===== src/mts_pkg.sv =====
`default_nettype none
package mts_pkg;

  localparam int COLOR_W      = 24;
  localparam int CHAN_W       = 8;
  localparam int SQ_W         = 16;
  localparam int LIMIT_W      = 18;
  localparam int CFG_ADDR_W   = 2;
  localparam int QUEUE_LOG2   = 2;

  localparam logic [LIMIT_W-1:0] COLOR_LIMIT_RESET = 18'd195075;

  typedef enum logic [CFG_ADDR_W-1:0] {
    CFG_BASE_VERTEX_COUNT = 2'd0,
    CFG_SPLIT_MODE        = 2'd1,
    CFG_COLOR_LIMIT_SQ    = 2'd2
  } cfg_idx_t;

  typedef enum logic {
    MODE_ALWAYS = 1'b0,
    MODE_COLOR  = 1'b1
  } split_mode_t;

  typedef enum logic [1:0] {
    REC_PLAIN   = 2'd0,
    REC_REFUSED = 2'd1,
    REC_SPLIT   = 2'd2
  } rec_kind_t;

  typedef enum logic [2:0] {
    STEP_M0 = 3'd0,
    STEP_M1 = 3'd1,
    STEP_M2 = 3'd2,
    STEP_F0 = 3'd3,
    STEP_F1 = 3'd4,
    STEP_F2 = 3'd5,
    STEP_F3 = 3'd6
  } step_t;

  typedef enum logic {
    KIND_VERTEX = 1'b0,
    KIND_FACE   = 1'b1
  } item_kind_t;

endpackage
`default_nettype wire


===== src/mts_front.sv =====
`default_nettype none
module mts_front import mts_pkg::*; #(
  parameter int INDEX_WIDTH = 16,
  parameter int COORD_WIDTH = 16,
  parameter int CFG_WIDTH   = 18
) (
  input  wire                          clk,
  input  wire                          rst_n,
  input  wire                          cfg_wen,
  input  wire [CFG_ADDR_W-1:0]         cfg_addr,
  input  wire [CFG_WIDTH-1:0]          cfg_wdata,
  input  wire                          in_valid,
  output logic                         in_ready,
  input  wire [INDEX_WIDTH-1:0]        index_a,
  input  wire [INDEX_WIDTH-1:0]        index_b,
  input  wire [INDEX_WIDTH-1:0]        index_c,
  input  wire [3*COORD_WIDTH-1:0]      pos_a,
  input  wire [3*COORD_WIDTH-1:0]      pos_b,
  input  wire [3*COORD_WIDTH-1:0]      pos_c,
  input  wire [COLOR_W-1:0]            color_a,
  input  wire [COLOR_W-1:0]            color_b,
  input  wire [COLOR_W-1:0]            color_c,
  input  wire                          end_of_pass,
  input  wire                          q_full,
  output logic                         push,
  output rec_kind_t                    rec_kind,
  output logic [INDEX_WIDTH-1:0]       rec_ia,
  output logic [INDEX_WIDTH-1:0]       rec_ib,
  output logic [INDEX_WIDTH-1:0]       rec_ic,
  output logic [INDEX_WIDTH-1:0]       rec_m0,
  output logic [3*COORD_WIDTH-1:0]     rec_mid0,
  output logic [3*COORD_WIDTH-1:0]     rec_mid1,
  output logic [3*COORD_WIDTH-1:0]     rec_mid2
);

  localparam int POS_W = 3 * COORD_WIDTH;
  localparam int SUM_W = INDEX_WIDTH + 2;

  logic [INDEX_WIDTH-1:0] base_r;
  split_mode_t            mode_r;
  logic [LIMIT_W-1:0]     limit_r;
  logic [INDEX_WIDTH-1:0] offset_r, offset_nxt;

  logic                   s1_valid_r, s1_valid_nxt;
  logic [INDEX_WIDTH-1:0] ia_r, ib_r, ic_r;
  logic [POS_W-1:0]       mid_r   [3];
  logic [POS_W-1:0]       mid_nxt [3];
  logic [SQ_W-1:0]        sq_r    [9];
  logic [SQ_W-1:0]        sq_nxt  [9];
  logic                   eop_r;
  logic                   load;

  always_ff @(posedge clk) begin
    if (!rst_n) begin
      base_r  <= '0;
      mode_r  <= MODE_ALWAYS;
      limit_r <= COLOR_LIMIT_RESET;
    end else if (cfg_wen) begin
      case (cfg_addr)
        CFG_BASE_VERTEX_COUNT: base_r  <= cfg_wdata[INDEX_WIDTH-1:0];
        CFG_SPLIT_MODE:        mode_r  <= split_mode_t'(cfg_wdata[0]);
        CFG_COLOR_LIMIT_SQ:    limit_r <= cfg_wdata[LIMIT_W-1:0];
        default: ;
      endcase
    end
  end

  assign in_ready = !s1_valid_r || !q_full;
  assign load     = in_valid && in_ready;
  assign push     = s1_valid_r && !q_full;

  // edge squares and midpoints
  always_comb begin
    logic [COLOR_W-1:0]      c0, c1;
    logic [CHAN_W:0]         diff;
    logic [CHAN_W-1:0]       mag;
    logic [POS_W-1:0]        p, q;
    logic [COORD_WIDTH:0]    s;
    for (int e = 0; e < 3; e++) begin
      c0 = (e == 0) ? color_a : (e == 1) ? color_b : color_c;
      c1 = (e == 0) ? color_b : (e == 1) ? color_c : color_a;
      p  = (e == 0) ? pos_a   : (e == 1) ? pos_b   : pos_c;
      q  = (e == 0) ? pos_b   : (e == 1) ? pos_c   : pos_a;
      for (int k = 0; k < 3; k++) begin
        diff = {1'b0, c0[CHAN_W*k +: CHAN_W]} - {1'b0, c1[CHAN_W*k +: CHAN_W]};
        mag  = diff[CHAN_W] ? CHAN_W'(-diff) : diff[CHAN_W-1:0];
        sq_nxt[3*e+k] = SQ_W'(mag * mag);
      end
      for (int k = 0; k < 3; k++) begin
        s = {p[COORD_WIDTH*k + COORD_WIDTH-1], p[COORD_WIDTH*k +: COORD_WIDTH]}
          + {q[COORD_WIDTH*k + COORD_WIDTH-1], q[COORD_WIDTH*k +: COORD_WIDTH]};
        mid_nxt[e][COORD_WIDTH*k +: COORD_WIDTH] = s[COORD_WIDTH:1];
      end
    end
  end

  assign s1_valid_nxt = load ? 1'b1 : (push ? 1'b0 : s1_valid_r);

  always_ff @(posedge clk) begin
    if (!rst_n) begin
      s1_valid_r <= 1'b0;
      offset_r   <= '0;
    end else begin
      s1_valid_r <= s1_valid_nxt;
      offset_r   <= offset_nxt;
    end
  end

  always_ff @(posedge clk) begin
    if (load) begin
      ia_r  <= index_a;
      ib_r  <= index_b;
      ic_r  <= index_c;
      eop_r <= end_of_pass;
      for (int i = 0; i < 3; i++) mid_r[i] <= mid_nxt[i];
      for (int i = 0; i < 9; i++) sq_r[i]  <= sq_nxt[i];
    end
  end

  // classification and index assignment
  always_comb begin
    logic [LIMIT_W-1:0] edge_dist [3];
    logic               want;
    logic [SUM_W-1:0]   first;
    logic               refuse;
    for (int e = 0; e < 3; e++) begin
      edge_dist[e] = LIMIT_W'(sq_r[3*e]) + LIMIT_W'(sq_r[3*e+1]) + LIMIT_W'(sq_r[3*e+2]);
    end
    want   = (mode_r == MODE_ALWAYS) || (edge_dist[0] > limit_r) || (edge_dist[1] > limit_r)
             || (edge_dist[2] > limit_r);
    first  = SUM_W'(base_r) + SUM_W'(offset_r);
    refuse = (first + SUM_W'(2)) > SUM_W'({INDEX_WIDTH{1'b1}});
    if (!want) begin
      rec_kind = REC_PLAIN;
    end else if (refuse) begin
      rec_kind = REC_REFUSED;
    end else begin
      rec_kind = REC_SPLIT;
    end
    rec_m0     = first[INDEX_WIDTH-1:0];
    offset_nxt = offset_r;
    if (push) begin
      if (eop_r) begin
        offset_nxt = '0;
      end else if (rec_kind == REC_SPLIT) begin
        offset_nxt = offset_r + INDEX_WIDTH'(3);
      end
    end
  end

  assign rec_ia   = ia_r;
  assign rec_ib   = ib_r;
  assign rec_ic   = ic_r;
  assign rec_mid0 = mid_r[0];
  assign rec_mid1 = mid_r[1];
  assign rec_mid2 = mid_r[2];

endmodule
`default_nettype wire


===== src/mts_queue.sv =====
`default_nettype none
module mts_queue import mts_pkg::*; #(
  parameter int WIDTH = 8
) (
  input  wire              clk,
  input  wire              rst_n,
  input  wire              push,
  input  wire [WIDTH-1:0]  wr_data,
  output logic             full,
  input  wire              pop,
  output logic             rd_valid,
  output logic [WIDTH-1:0] rd_data
);

  localparam int DEPTH = 2 ** QUEUE_LOG2;

  logic [WIDTH-1:0]      mem [DEPTH];
  logic [QUEUE_LOG2-1:0] wr_ptr_r, wr_ptr_nxt;
  logic [QUEUE_LOG2-1:0] rd_ptr_r, rd_ptr_nxt;
  logic [QUEUE_LOG2:0]   count_r, count_nxt;

  assign full     = (count_r == (QUEUE_LOG2+1)'(DEPTH));
  assign rd_valid = (count_r != '0);
  assign rd_data  = mem[rd_ptr_r];

  always_comb begin
    wr_ptr_nxt = push ? wr_ptr_r + 1'b1 : wr_ptr_r;
    rd_ptr_nxt = pop  ? rd_ptr_r + 1'b1 : rd_ptr_r;
    count_nxt  = count_r + (QUEUE_LOG2+1)'(push) - (QUEUE_LOG2+1)'(pop);
  end

  always_ff @(posedge clk) begin
    if (!rst_n) begin
      wr_ptr_r <= '0;
      rd_ptr_r <= '0;
      count_r  <= '0;
    end else begin
      wr_ptr_r <= wr_ptr_nxt;
      rd_ptr_r <= rd_ptr_nxt;
      count_r  <= count_nxt;
    end
  end

  always_ff @(posedge clk) begin
    if (push) begin
      mem[wr_ptr_r] <= wr_data;
    end
  end

endmodule
`default_nettype wire


===== src/mts_back.sv =====
`default_nettype none
module mts_back import mts_pkg::*; #(
  parameter int INDEX_WIDTH = 16,
  parameter int COORD_WIDTH = 16
) (
  input  wire                       clk,
  input  wire                       rst_n,
  input  wire                       q_valid,
  output logic                      pop,
  input  rec_kind_t                 rec_kind,
  input  wire [INDEX_WIDTH-1:0]     rec_ia,
  input  wire [INDEX_WIDTH-1:0]     rec_ib,
  input  wire [INDEX_WIDTH-1:0]     rec_ic,
  input  wire [INDEX_WIDTH-1:0]     rec_m0,
  input  wire [3*COORD_WIDTH-1:0]   rec_mid0,
  input  wire [3*COORD_WIDTH-1:0]   rec_mid1,
  input  wire [3*COORD_WIDTH-1:0]   rec_mid2,
  output logic                      out_valid,
  input  wire                       out_ready,
  output item_kind_t                item_kind,
  output logic [INDEX_WIDTH-1:0]    vertex_index,
  output logic [3*COORD_WIDTH-1:0]  vertex_pos,
  output logic [INDEX_WIDTH-1:0]    face_first,
  output logic [INDEX_WIDTH-1:0]    face_second,
  output logic [INDEX_WIDTH-1:0]    face_third,
  output logic                      last_of_run,
  output logic                      index_overflow
);

  localparam int POS_W = 3 * COORD_WIDTH;

  step_t                  step_r, step_nxt;
  logic                   out_valid_r, out_valid_nxt;
  logic                   adv;
  logic [INDEX_WIDTH-1:0] m1, m2;

  item_kind_t             kind_r, kind_nxt;
  logic [INDEX_WIDTH-1:0] vidx_r, vidx_nxt;
  logic [POS_W-1:0]       vpos_r, vpos_nxt;
  logic [INDEX_WIDTH-1:0] f0_r, f0_nxt, f1_r, f1_nxt, f2_r, f2_nxt;
  logic                   last_r, last_nxt;
  logic                   ovf_r, ovf_nxt;

  assign m1  = rec_m0 + INDEX_WIDTH'(1);
  assign m2  = rec_m0 + INDEX_WIDTH'(2);
  assign adv = q_valid && (!out_valid_r || out_ready);

  always_ff @(posedge clk) begin
    if (!rst_n) begin
      step_r      <= STEP_M0;
      out_valid_r <= 1'b0;
    end else begin
      step_r      <= step_nxt;
      out_valid_r <= out_valid_nxt;
    end
  end

  always_comb begin
    step_nxt      = step_r;
    pop           = 1'b0;
    out_valid_nxt = adv ? 1'b1 : (out_ready ? 1'b0 : out_valid_r);
    kind_nxt      = KIND_FACE;
    vidx_nxt      = '0;
    vpos_nxt      = '0;
    f0_nxt        = '0;
    f1_nxt        = '0;
    f2_nxt        = '0;
    last_nxt      = 1'b0;
    ovf_nxt       = 1'b0;
    if (rec_kind != REC_SPLIT) begin
      f0_nxt   = rec_ia;
      f1_nxt   = rec_ib;
      f2_nxt   = rec_ic;
      last_nxt = 1'b1;
      ovf_nxt  = (rec_kind == REC_REFUSED);
      if (adv) begin
        pop = 1'b1;
      end
    end else begin
      unique case (step_r)
        STEP_M0: begin
          kind_nxt = KIND_VERTEX;
          vidx_nxt = rec_m0;
          vpos_nxt = rec_mid0;
          if (adv) step_nxt = STEP_M1;
        end
        STEP_M1: begin
          kind_nxt = KIND_VERTEX;
          vidx_nxt = m1;
          vpos_nxt = rec_mid1;
          if (adv) step_nxt = STEP_M2;
        end
        STEP_M2: begin
          kind_nxt = KIND_VERTEX;
          vidx_nxt = m2;
          vpos_nxt = rec_mid2;
          if (adv) step_nxt = STEP_F0;
        end
        STEP_F0: begin
          f0_nxt = rec_ia;
          f1_nxt = rec_m0;
          f2_nxt = m2;
          if (adv) step_nxt = STEP_F1;
        end
        STEP_F1: begin
          f0_nxt = rec_ib;
          f1_nxt = m1;
          f2_nxt = rec_m0;
          if (adv) step_nxt = STEP_F2;
        end
        STEP_F2: begin
          f0_nxt = rec_ic;
          f1_nxt = m2;
          f2_nxt = m1;
          if (adv) step_nxt = STEP_F3;
        end
        STEP_F3: begin
          f0_nxt   = rec_m0;
          f1_nxt   = m1;
          f2_nxt   = m2;
          last_nxt = 1'b1;
          if (adv) begin
            step_nxt = STEP_M0;
            pop      = 1'b1;
          end
        end
        default: begin
          if (adv) step_nxt = STEP_M0;
        end
      endcase
    end
  end

  always_ff @(posedge clk) begin
    if (adv) begin
      kind_r <= kind_nxt;
      vidx_r <= vidx_nxt;
      vpos_r <= vpos_nxt;
      f0_r   <= f0_nxt;
      f1_r   <= f1_nxt;
      f2_r   <= f2_nxt;
      last_r <= last_nxt;
      ovf_r  <= ovf_nxt;
    end
  end

  assign out_valid      = out_valid_r;
  assign item_kind      = kind_r;
  assign vertex_index   = vidx_r;
  assign vertex_pos     = vpos_r;
  assign face_first     = f0_r;
  assign face_second    = f1_r;
  assign face_third     = f2_r;
  assign last_of_run    = last_r;
  assign index_overflow = ovf_r;

endmodule
`default_nettype wire


===== src/midpoint_triangle_subdivider.sv =====
// Splits triangles 1-to-4 at their edge midpoints. A split triangle gives seven result items
// on out_*: three new vertex records with indices base_vertex_count + running offset + 0..2,
// then four faces; an unsplit or refused triangle gives one face record, and out_tlast marks
// the final result of each triangle. The input side takes one triangle per cycle into a
// single registered classifier stage and a four-entry queue; the output register sends one
// result per cycle while out_tready is high, so a split triangle holds the back end until its
// seven results are sent and an unsplit one until its face is sent, and the input stalls only
// once the queue is full and the classifier stage holds an item. An accepted triangle is
// registered in the classifier stage, then queued, then loaded into the output register
// on out_*. The running offset clears after an item with in_tlast set. Configuration
// writes via cfg_wen/cfg_addr/cfg_wdata take effect at once and belong in idle periods.
`default_nettype none
module midpoint_triangle_subdivider import mts_pkg::*; #(
  parameter int INDEX_WIDTH = 16,
  parameter int COORD_WIDTH = 16
) (
  input  wire                        clk,
  input  wire                        rst_n,
  input  wire                        cfg_wen,
  input  wire [CFG_ADDR_W-1:0]       cfg_addr,
  input  wire [((INDEX_WIDTH > LIMIT_W) ? INDEX_WIDTH : LIMIT_W)-1:0] cfg_wdata,
  input  wire                        in_tvalid,
  output logic                       in_tready,
  // index_a, index_b, index_c, pos_a, pos_b, pos_c, color_a, color_b, color_c
  input  wire [(((3*INDEX_WIDTH + 9*COORD_WIDTH + 3*COLOR_W) + 7) / 8) * 8 - 1:0] in_tdata,
  input  wire                        in_tlast,
  output logic                       out_tvalid,
  input  wire                        out_tready,
  // vertex_index, vertex_pos, face_first, face_second, face_third
  output logic [(((4*INDEX_WIDTH + 3*COORD_WIDTH) + 7) / 8) * 8 - 1:0] out_tdata,
  // item_kind, index_overflow
  output logic [1:0]                 out_tuser,
  output logic                       out_tlast
);

  localparam int CFG_W    = (INDEX_WIDTH > LIMIT_W) ? INDEX_WIDTH : LIMIT_W;
  localparam int IW       = INDEX_WIDTH;
  localparam int PW       = 3 * COORD_WIDTH;
  localparam int IN_BITS  = 3*IW + 3*PW + 3*COLOR_W;
  localparam int IN_TW    = ((IN_BITS + 7) / 8) * 8;
  localparam int OUT_BITS = 4*IW + PW;
  localparam int OUT_TW   = ((OUT_BITS + 7) / 8) * 8;
  localparam int KIND_W   = $bits(rec_kind_t);
  localparam int REC_W    = KIND_W + 4*IW + 3*PW;

  logic                push, q_full, pop, q_valid;
  rec_kind_t           f_kind;
  logic [IW-1:0]       f_ia, f_ib, f_ic, f_m0;
  logic [PW-1:0]       f_mid0, f_mid1, f_mid2;
  logic [REC_W-1:0]    wr_rec, rd_rec;

  item_kind_t          item_kind;
  logic [IW-1:0]       vertex_index, face_first, face_second, face_third;
  logic [PW-1:0]       vertex_pos;
  logic                index_overflow;

  mts_front #(
    .INDEX_WIDTH (INDEX_WIDTH),
    .COORD_WIDTH (COORD_WIDTH),
    .CFG_WIDTH   (CFG_W)
  ) u_front (
    .clk         (clk),
    .rst_n       (rst_n),
    .cfg_wen     (cfg_wen),
    .cfg_addr    (cfg_addr),
    .cfg_wdata   (cfg_wdata),
    .in_valid    (in_tvalid),
    .in_ready    (in_tready),
    .index_a     (in_tdata[0*IW +: IW]),
    .index_b     (in_tdata[1*IW +: IW]),
    .index_c     (in_tdata[2*IW +: IW]),
    .pos_a       (in_tdata[3*IW +: PW]),
    .pos_b       (in_tdata[3*IW + PW +: PW]),
    .pos_c       (in_tdata[3*IW + 2*PW +: PW]),
    .color_a     (in_tdata[3*IW + 3*PW +: COLOR_W]),
    .color_b     (in_tdata[3*IW + 3*PW + COLOR_W +: COLOR_W]),
    .color_c     (in_tdata[3*IW + 3*PW + 2*COLOR_W +: COLOR_W]),
    .end_of_pass (in_tlast),
    .q_full      (q_full),
    .push        (push),
    .rec_kind    (f_kind),
    .rec_ia      (f_ia),
    .rec_ib      (f_ib),
    .rec_ic      (f_ic),
    .rec_m0      (f_m0),
    .rec_mid0    (f_mid0),
    .rec_mid1    (f_mid1),
    .rec_mid2    (f_mid2)
  );

  assign wr_rec = {f_mid2, f_mid1, f_mid0, f_m0, f_ic, f_ib, f_ia, f_kind};

  mts_queue #(
    .WIDTH (REC_W)
  ) u_queue (
    .clk      (clk),
    .rst_n    (rst_n),
    .push     (push),
    .wr_data  (wr_rec),
    .full     (q_full),
    .pop      (pop),
    .rd_valid (q_valid),
    .rd_data  (rd_rec)
  );

  mts_back #(
    .INDEX_WIDTH (INDEX_WIDTH),
    .COORD_WIDTH (COORD_WIDTH)
  ) u_back (
    .clk            (clk),
    .rst_n          (rst_n),
    .q_valid        (q_valid),
    .pop            (pop),
    .rec_kind       (rec_kind_t'(rd_rec[KIND_W-1:0])),
    .rec_ia         (rd_rec[KIND_W +: IW]),
    .rec_ib         (rd_rec[KIND_W + IW +: IW]),
    .rec_ic         (rd_rec[KIND_W + 2*IW +: IW]),
    .rec_m0         (rd_rec[KIND_W + 3*IW +: IW]),
    .rec_mid0       (rd_rec[KIND_W + 4*IW +: PW]),
    .rec_mid1       (rd_rec[KIND_W + 4*IW + PW +: PW]),
    .rec_mid2       (rd_rec[KIND_W + 4*IW + 2*PW +: PW]),
    .out_valid      (out_tvalid),
    .out_ready      (out_tready),
    .item_kind      (item_kind),
    .vertex_index   (vertex_index),
    .vertex_pos     (vertex_pos),
    .face_first     (face_first),
    .face_second    (face_second),
    .face_third     (face_third),
    .last_of_run    (out_tlast),
    .index_overflow (index_overflow)
  );

  assign out_tdata = OUT_TW'({face_third, face_second, face_first, vertex_pos, vertex_index});
  assign out_tuser = {index_overflow, item_kind};

endmodule
`default_nettype wire

===== config.mk =====
export PLATFORM = sky130hd
export DESIGN_NAME = midpoint_triangle_subdivider
export DESIGN_NICKNAME = d
export VERILOG_FILES = /design/src/mts_pkg.sv /design/src/mts_front.sv /design/src/mts_queue.sv /design/src/mts_back.sv /design/src/midpoint_triangle_subdivider.sv
export SDC_FILE = /design/constraint.sdc
export NUM_CORES = 2
export LEC_CHECK = 0
export BUFFER_PORTS_ARGS = -buffer_cell sky130_fd_sc_hd__buf_4
export CAP_MARGIN = 20
export CORE_MARGIN = 4
export CORE_UTILIZATION = 67
export DETAILED_ROUTE_END_ITERATION = 8
export GPL_TIMING_DRIVEN = 0
export PLACE_DENSITY = 0.86
export REMOVE_ABC_BUFFERS = 1
export SETUP_SLACK_MARGIN = 0.3
export SYNTH_ARGS = -nofsm -noshare
export SYNTH_HDL_FRONTEND = slang
export SYNTH_SLANG_ARGS = --single-unit

===== constraint.sdc =====
create_clock -name clk -period 60.8 [get_ports clk]
set_input_delay 6.08 -clock clk [delete_from_list [all_inputs] [get_ports clk]]
set_output_delay 6.08 -clock clk [all_outputs]
set_load 0.005 [all_outputs]

### Yosys cells after proc, flatten, opt, wreduce, memory -nomap -nowiden

Memory sizes are Yosys's and may differ from the RTL's. A register that Yosys moved wholly into a read port is not among the register bits.
Cells that the tools add are included.

* bits in registers: 227
* bits in writable memories: 1128
* input bits: 290
* output and inout port bits: 117
* logic and storage cells: 163
* memories: 3

Memories
* u_queue.mem: words 4, bits a word 210, rd ports 1, clocked after Yosys merged registers in 1, write ports 1, RTL line mts_queue.sv:17 `logic [WIDTH-1:0] mem [DEPTH];`
* u_front.mid_r: words 3, bits a word 48, rd ports 3, clocked after Yosys merged registers in 0, write ports 3, RTL line mts_front.sv:46 `logic [POS_W-1:0] mid_r [3];`
* u_front.sq_r: words 9, bits a word 16, rd ports 9, clocked after Yosys merged registers in 0, write ports 9, RTL line mts_front.sv:48 `logic [SQ_W-1:0] sq_r [9];`

* add/subtract/negate cells: 42
* multipliers: 9
* order comparisons: 4
* equality and inequality tests: 12
* mux-type cells: 44
* bitwise operators: 2
* reduce and logical (&&, ||, !) cells: 25

Operator list (number)
* $add A16 B16 Y17: 13
* $mul A8 B8 Y16: 9
* $pmux W16 S3: 3
* $pmux W48 S3: 1
* $sub A8 B8 Y9: 9
* $mux W16: 5
* $mux W8: 9
* $neg A8 Y8: 9
* $pmux W16 S4: 1
* $add A18 B16 Y18: 3
* $gt A18 B18 Y1: 3
* $add A16 B2 Y16 const B: 2
* $mux W3: 7
* $add A18 B2 Y18 const B: 1
* $gt A18 B16 Y1 const B: 1
* $pmux W3 S6: 1
* $add A16 B1 Y16 const B: 1
* $mux W1: 13
* $eq A3 B3 Y1 const B: 4
* $reduce_and A2 Y1: 5
* $mux W2: 4
* $eq A3 B2 Y1 const B: 2
* $reduce_bool A2 Y1: 3
* $logic_or A1 B1 Y1: 5
* other kinds (15): 24

### Depth between registers and ports, before layout

An unclocked memory read counts as a cell.

* word-level depth: 11
* gate-level depth with buffers: 33
* gate-level depth less buffers: 33

### Cells and area by module

A second synthesis with hierarchy kept.

* cell total of the unflattened synthesis: 6139
* area, all modules: 78954.5 µm²

Modules (own cells, without submodules)
* mts_front: instances 1, cells each 4160, area an instance 40216.1 µm², seq. area each 10890.4 µm²
* mts_queue: instances 1, cells each 1139, area an instance 30962.2 µm², seq. area each 25404.4 µm²
* mts_back: instances 1, cells each 838, area an instance 7761.2 µm², seq. area each 3533.4 µm²
* midpoint_triangle_subdivider: instances 1, cells each 2, area an instance 15.0 µm², seq. area each 0.0 µm²

### Worst setup path before layout

Ideal clock, no wire load.

* kind: in2reg
* start point: in in_tvalid
* end point: reg u_front.eop_r (enable)
* library setup time: 1214 ps
* arrival: 22358 ps
* required time: 59586 ps
* path slack: 37227 ps
* cell stages on the path: 2
* buffers on the path: 0
* cells stage by stage: inv_1 > a31oi_1

* longest elaborated chain between the ends: 1

RTL lines
* start, declared: RTL line midpoint_triangle_subdivider.sv:22 `input wire in_tvalid,`
* $logic_and A1 B1 Y1: RTL line mts_front.sv:69 `assign load = in_valid && in_ready;`
* via u_front.load: RTL line mts_front.sv:51 `logic load;`
* end signal, assigned: RTL line mts_front.sv:114 `eop_r <= end_of_pass;`
* end, declared: RTL line mts_front.sv:50 `logic eop_r;`

The timed path passes the listed nets, and every way through them passes these cells.
A chain may end at the register's enable or synchronous reset.

==> run metrics <==
Worst Skew 0.0289 ns; CTS clk-pin slew, worst paths 0.06 ns; Initial Util 0.677; initial antenna violation count 38; Synth Flop Type edfxtp_1; Hold WC Path Type reg2reg; DR iter-0 viols 5899; MaxCap Viol Count 0; cts bufs inserted 138; Max-Slew Margin vs Limit 0.271; CP max stage delay 0.84 ns; Fin. Hold Viols 0; routed wire length 209000 um; Pre-Repair DR Iteration Count 9; Fmax achieved 78.3 MHz; leakage power 35.7 nW; Avg Cell Area, Syn 12.3 um2; sequential share of power 0.251; CP Max Fanout 9; GR Util All Layers 0.337; total clock sinks 1348; Synth Area in XOR/XNOR 0.0500; proportion of layout cells with a drive suffix above 1 0.142; fin. max-slew vios 0; Port Buffers 406; Crit path top cell by count inv_1; final RePlAce weighted congestion 0.949; first-pass GRT wire length 318000 um; Die X 351 um; DRC viols 7; Synth Instances 6393; Ports 407; critical path data arrival time 13.25 ns; die area 123000 um2; Yosys warnings 0; Setup Buffers After CTS 0; mux cell area share after synthesis 0.0619; outcome finished, violations left; routed vias/inst 6.48; Hold Buf Count CTS 0; worst skew pair latency 0.76 ns; period utilisation layout 0.210; CTS max path bufs 3; logic gate share of total power 0.602; CP required 61.28 ns; Post-CTS Resized 0; FFs w/ async S/R, synth 0; Seq/Total Area, Yosys 0.505; CP Capture Type register; count of different cell masters after synthesis 95; Seq cells post-synth 1348; Net Sw Power 2.37 mW; P per Cell Area 64.0 nW/um2; fillcell total 6547; CP Class in2reg; routed via count 55000; Final TNS setup 0 ns; DP HPWL 140000 um; grt met2 use 0.569; drt wl/cell 24.6 um; H-tree levels 4; failing checks design-rule violations; vias in the first global route 56200; Synth Area in Adders 0.167; GR peak layer met2; pin count of the biggest net entering global routing 71; CTS tree built; final layout net count 8023; Min Clock Period, post-route 12.77 ns; number of synthesized flops with an enable pin 1283; Synth Area in Compound Gates 0.0897; element type at the critical path start primary input; grt met3 use 0.0818; CORE AREA 117000 um2; power after layout 5.71 mW; Clock power frac 0.147; largest family of logic cells by synthesized area adder cells; hold depth 2; Setup-failing EPs final 0; switch share 0.416; Synth Area in Simple Gates 0.0866; VDD IR max 91.4 uV; Overflow after GRT 0; Worst Tran Pin Value 1.09 ns; met1 GRT Util 0.397; Chip Height 351 um; RSZ-0062 raised after global routing false; slowest CP cell mux2i_1; Synth Cell Area 78900 um2; root buf cell clkbuf_16; P&R area growth vs syn 13.1%; num rows 125; Internal 3.34 mW; ANT nets after route 0; r2r worst-path depth 27
layout make-up:
class / instances / area, um2 / share of cell area
Sequential cell: 1348 / 39800 / 0.447
Multi-Input combinational cell: 4232 / 36000 / 0.404
Timing Repair Buffer: 469 / 4550 / 0.0510
Clock buffer: 172 / 3680 / 0.0413
Inverter: 638 / 2400 / 0.0269
Tap cell: 1524 / 1910 / 0.0214
Clock inverter: 77 / 749 / 0.00840
Antenna cell: 32 / 80.1 / 0.000898
path summary, 6_finish.rpt:
check | slack, ns | to | startpoint
max reg2reg | 53.93 | u_front.offset_r[10] | u_front.sq_r[0][67]
min reg2reg | 0.47 | u_front.limit_r[16] | u_front.limit_r[16]
max | 48.03 | u_front.sq_r[0][47] | in_tdata[208]
min | 0.47 | u_front.limit_r[16] | u_front.limit_r[16]
cell usage after synthesis (81+ instances only):
cell type | count | share of area
edfxtp_1 | 1283 | 0.49
a21o_1 | 94 | 0.0089
fa_1 | 246 | 0.062
o21ai_0 | 210 | 0.013
xnor2_1 | 310 | 0.034
nor3_1 | 103 | 0.0065
a21oi_1 | 436 | 0.028
clkbuf_1 | 129 | 0.0061
nor2_1 | 572 | 0.027
nand2_1 | 457 | 0.022
xor2_1 | 136 | 0.015
mux4_2 | 210 | 0.060
nand3_1 | 81 | 0.0051
inv_1 | 637 | 0.030
ha_1 | 660 | 0.10
power by group through the flow:
stage | sequential (mW) | combinational [mW] | clock, mW
after floorplan | 1.46 | 2.58 | 0
after global placement | 1.53 | 3.24 | 0
after detailed placement | 1.44 | 3.38 | 0
after CTS | 1.43 | 3.43 | 0.841
after global routing | 1.44 | 3.88 | 0.884
final | 1.43 | 3.43 | 0.840
worst max-delay path: cells and delay by family:
kind                       cells  cell delay (ns)
buffers and inverters          7             0.57
and+or+nand+nor                4             0.76
muxes                          1             0.84
xor gates and xnor gates       1             0.34
AOI/OAI and AO/OA             12             2.37
adders and majority gates      7             2.28
routing by layer:
| layer | vias up | wire length, um |
|---|---|---|
| met5 | - | 124 |
| li1 | 24000 | - |
| met4 | 20 | 13600 |
| met3 | 902 | 21400 |
| met1 | 26600 | 71300 |
| met2 | 3538 | 103000 |
flip-flops by register name, summed over array words and instances, names as in the netlist, 18 cells and up, named ones only:
| register | flops |
|---|---|
| u_front.limit_r | 18 |
| u_back.vertex_pos | 48 |
| u_front.sq_r | 135 |
| u_queue.mem | 840 |
| u_front.mid_r | 144 |
kinds of logic (layout without fill, tap and decap cells):
group / count (synthesis) / in the layout
other: 1 / 34
XOR/XNOR: 448 / 448
multiplexers: 225 / 225
flip-flops: 1348 / 1348
AND/OR/NAND/NOR: 1524 / 1524
AO/OA/AOI/OAI: 1127 / 1127
buffers and inverters: 814 / 1356
adder cells (fa/ha/maj): 906 / 906
cell usage in the layout (no fill, tap or decap), types with 29 or more instances in the layout:
| cell type | netlist | layout |
|---|---|---|
| inv_1 | 637 | 636 |
| o21ai_0 | 210 | 209 |
| nor2b_1 | 48 | 48 |
| buf_4 | 4 | 410 |
| nand3_1 | 81 | 81 |
| mux4_2 | 210 | 210 |
| nand2_1 | 457 | 456 |
| and3_1 | 40 | 36 |
| a31oi_1 | 34 | 33 |
| ha_1 | 660 | 660 |
| diode_2 | 0 | 32 |
| edfxtp_1 | 1283 | 1283 |
| o21bai_1 | 65 | 65 |
| xnor2_1 | 310 | 310 |
| xor2_1 | 136 | 136 |
| fa_1 | 246 | 246 |
| a21o_1 | 94 | 94 |
| or2_2 | 53 | 53 |
| clkinv_1 | 0 | 29 |
| buf_16 | 0 | 41 |
| dfxtp_1 | 65 | 61 |
| nor2_1 | 572 | 570 |
| clkbuf_16 | 0 | 141 |
| o211ai_1 | 32 | 32 |
| and2_1 | 29 | 29 |
| nor3_1 | 103 | 103 |
| a21oi_1 | 436 | 435 |
| nand2b_1 | 49 | 48 |
stage by stage:
step | hold WS, ns | setup slack (ns) | cells | util | cell area [um2]
floorplan | 0.436 | 37.23 | 6218 | - | 78200
global placement | 0.444 | 26.90 | 8148 | 0.713 | 83100
detailed placement | 0.451 | 47.50 | 8206 | 0.727 | 84700
CTS | 0.464 | 48.13 | 8455 | 0.765 | 89100
global route | 0.486 | 47.62 | 8474 | 0.765 | 89200
finish | 0.466 | 48.03 | 8492 | 0.766 | 89200
Power figures use the tool's default switching activity.
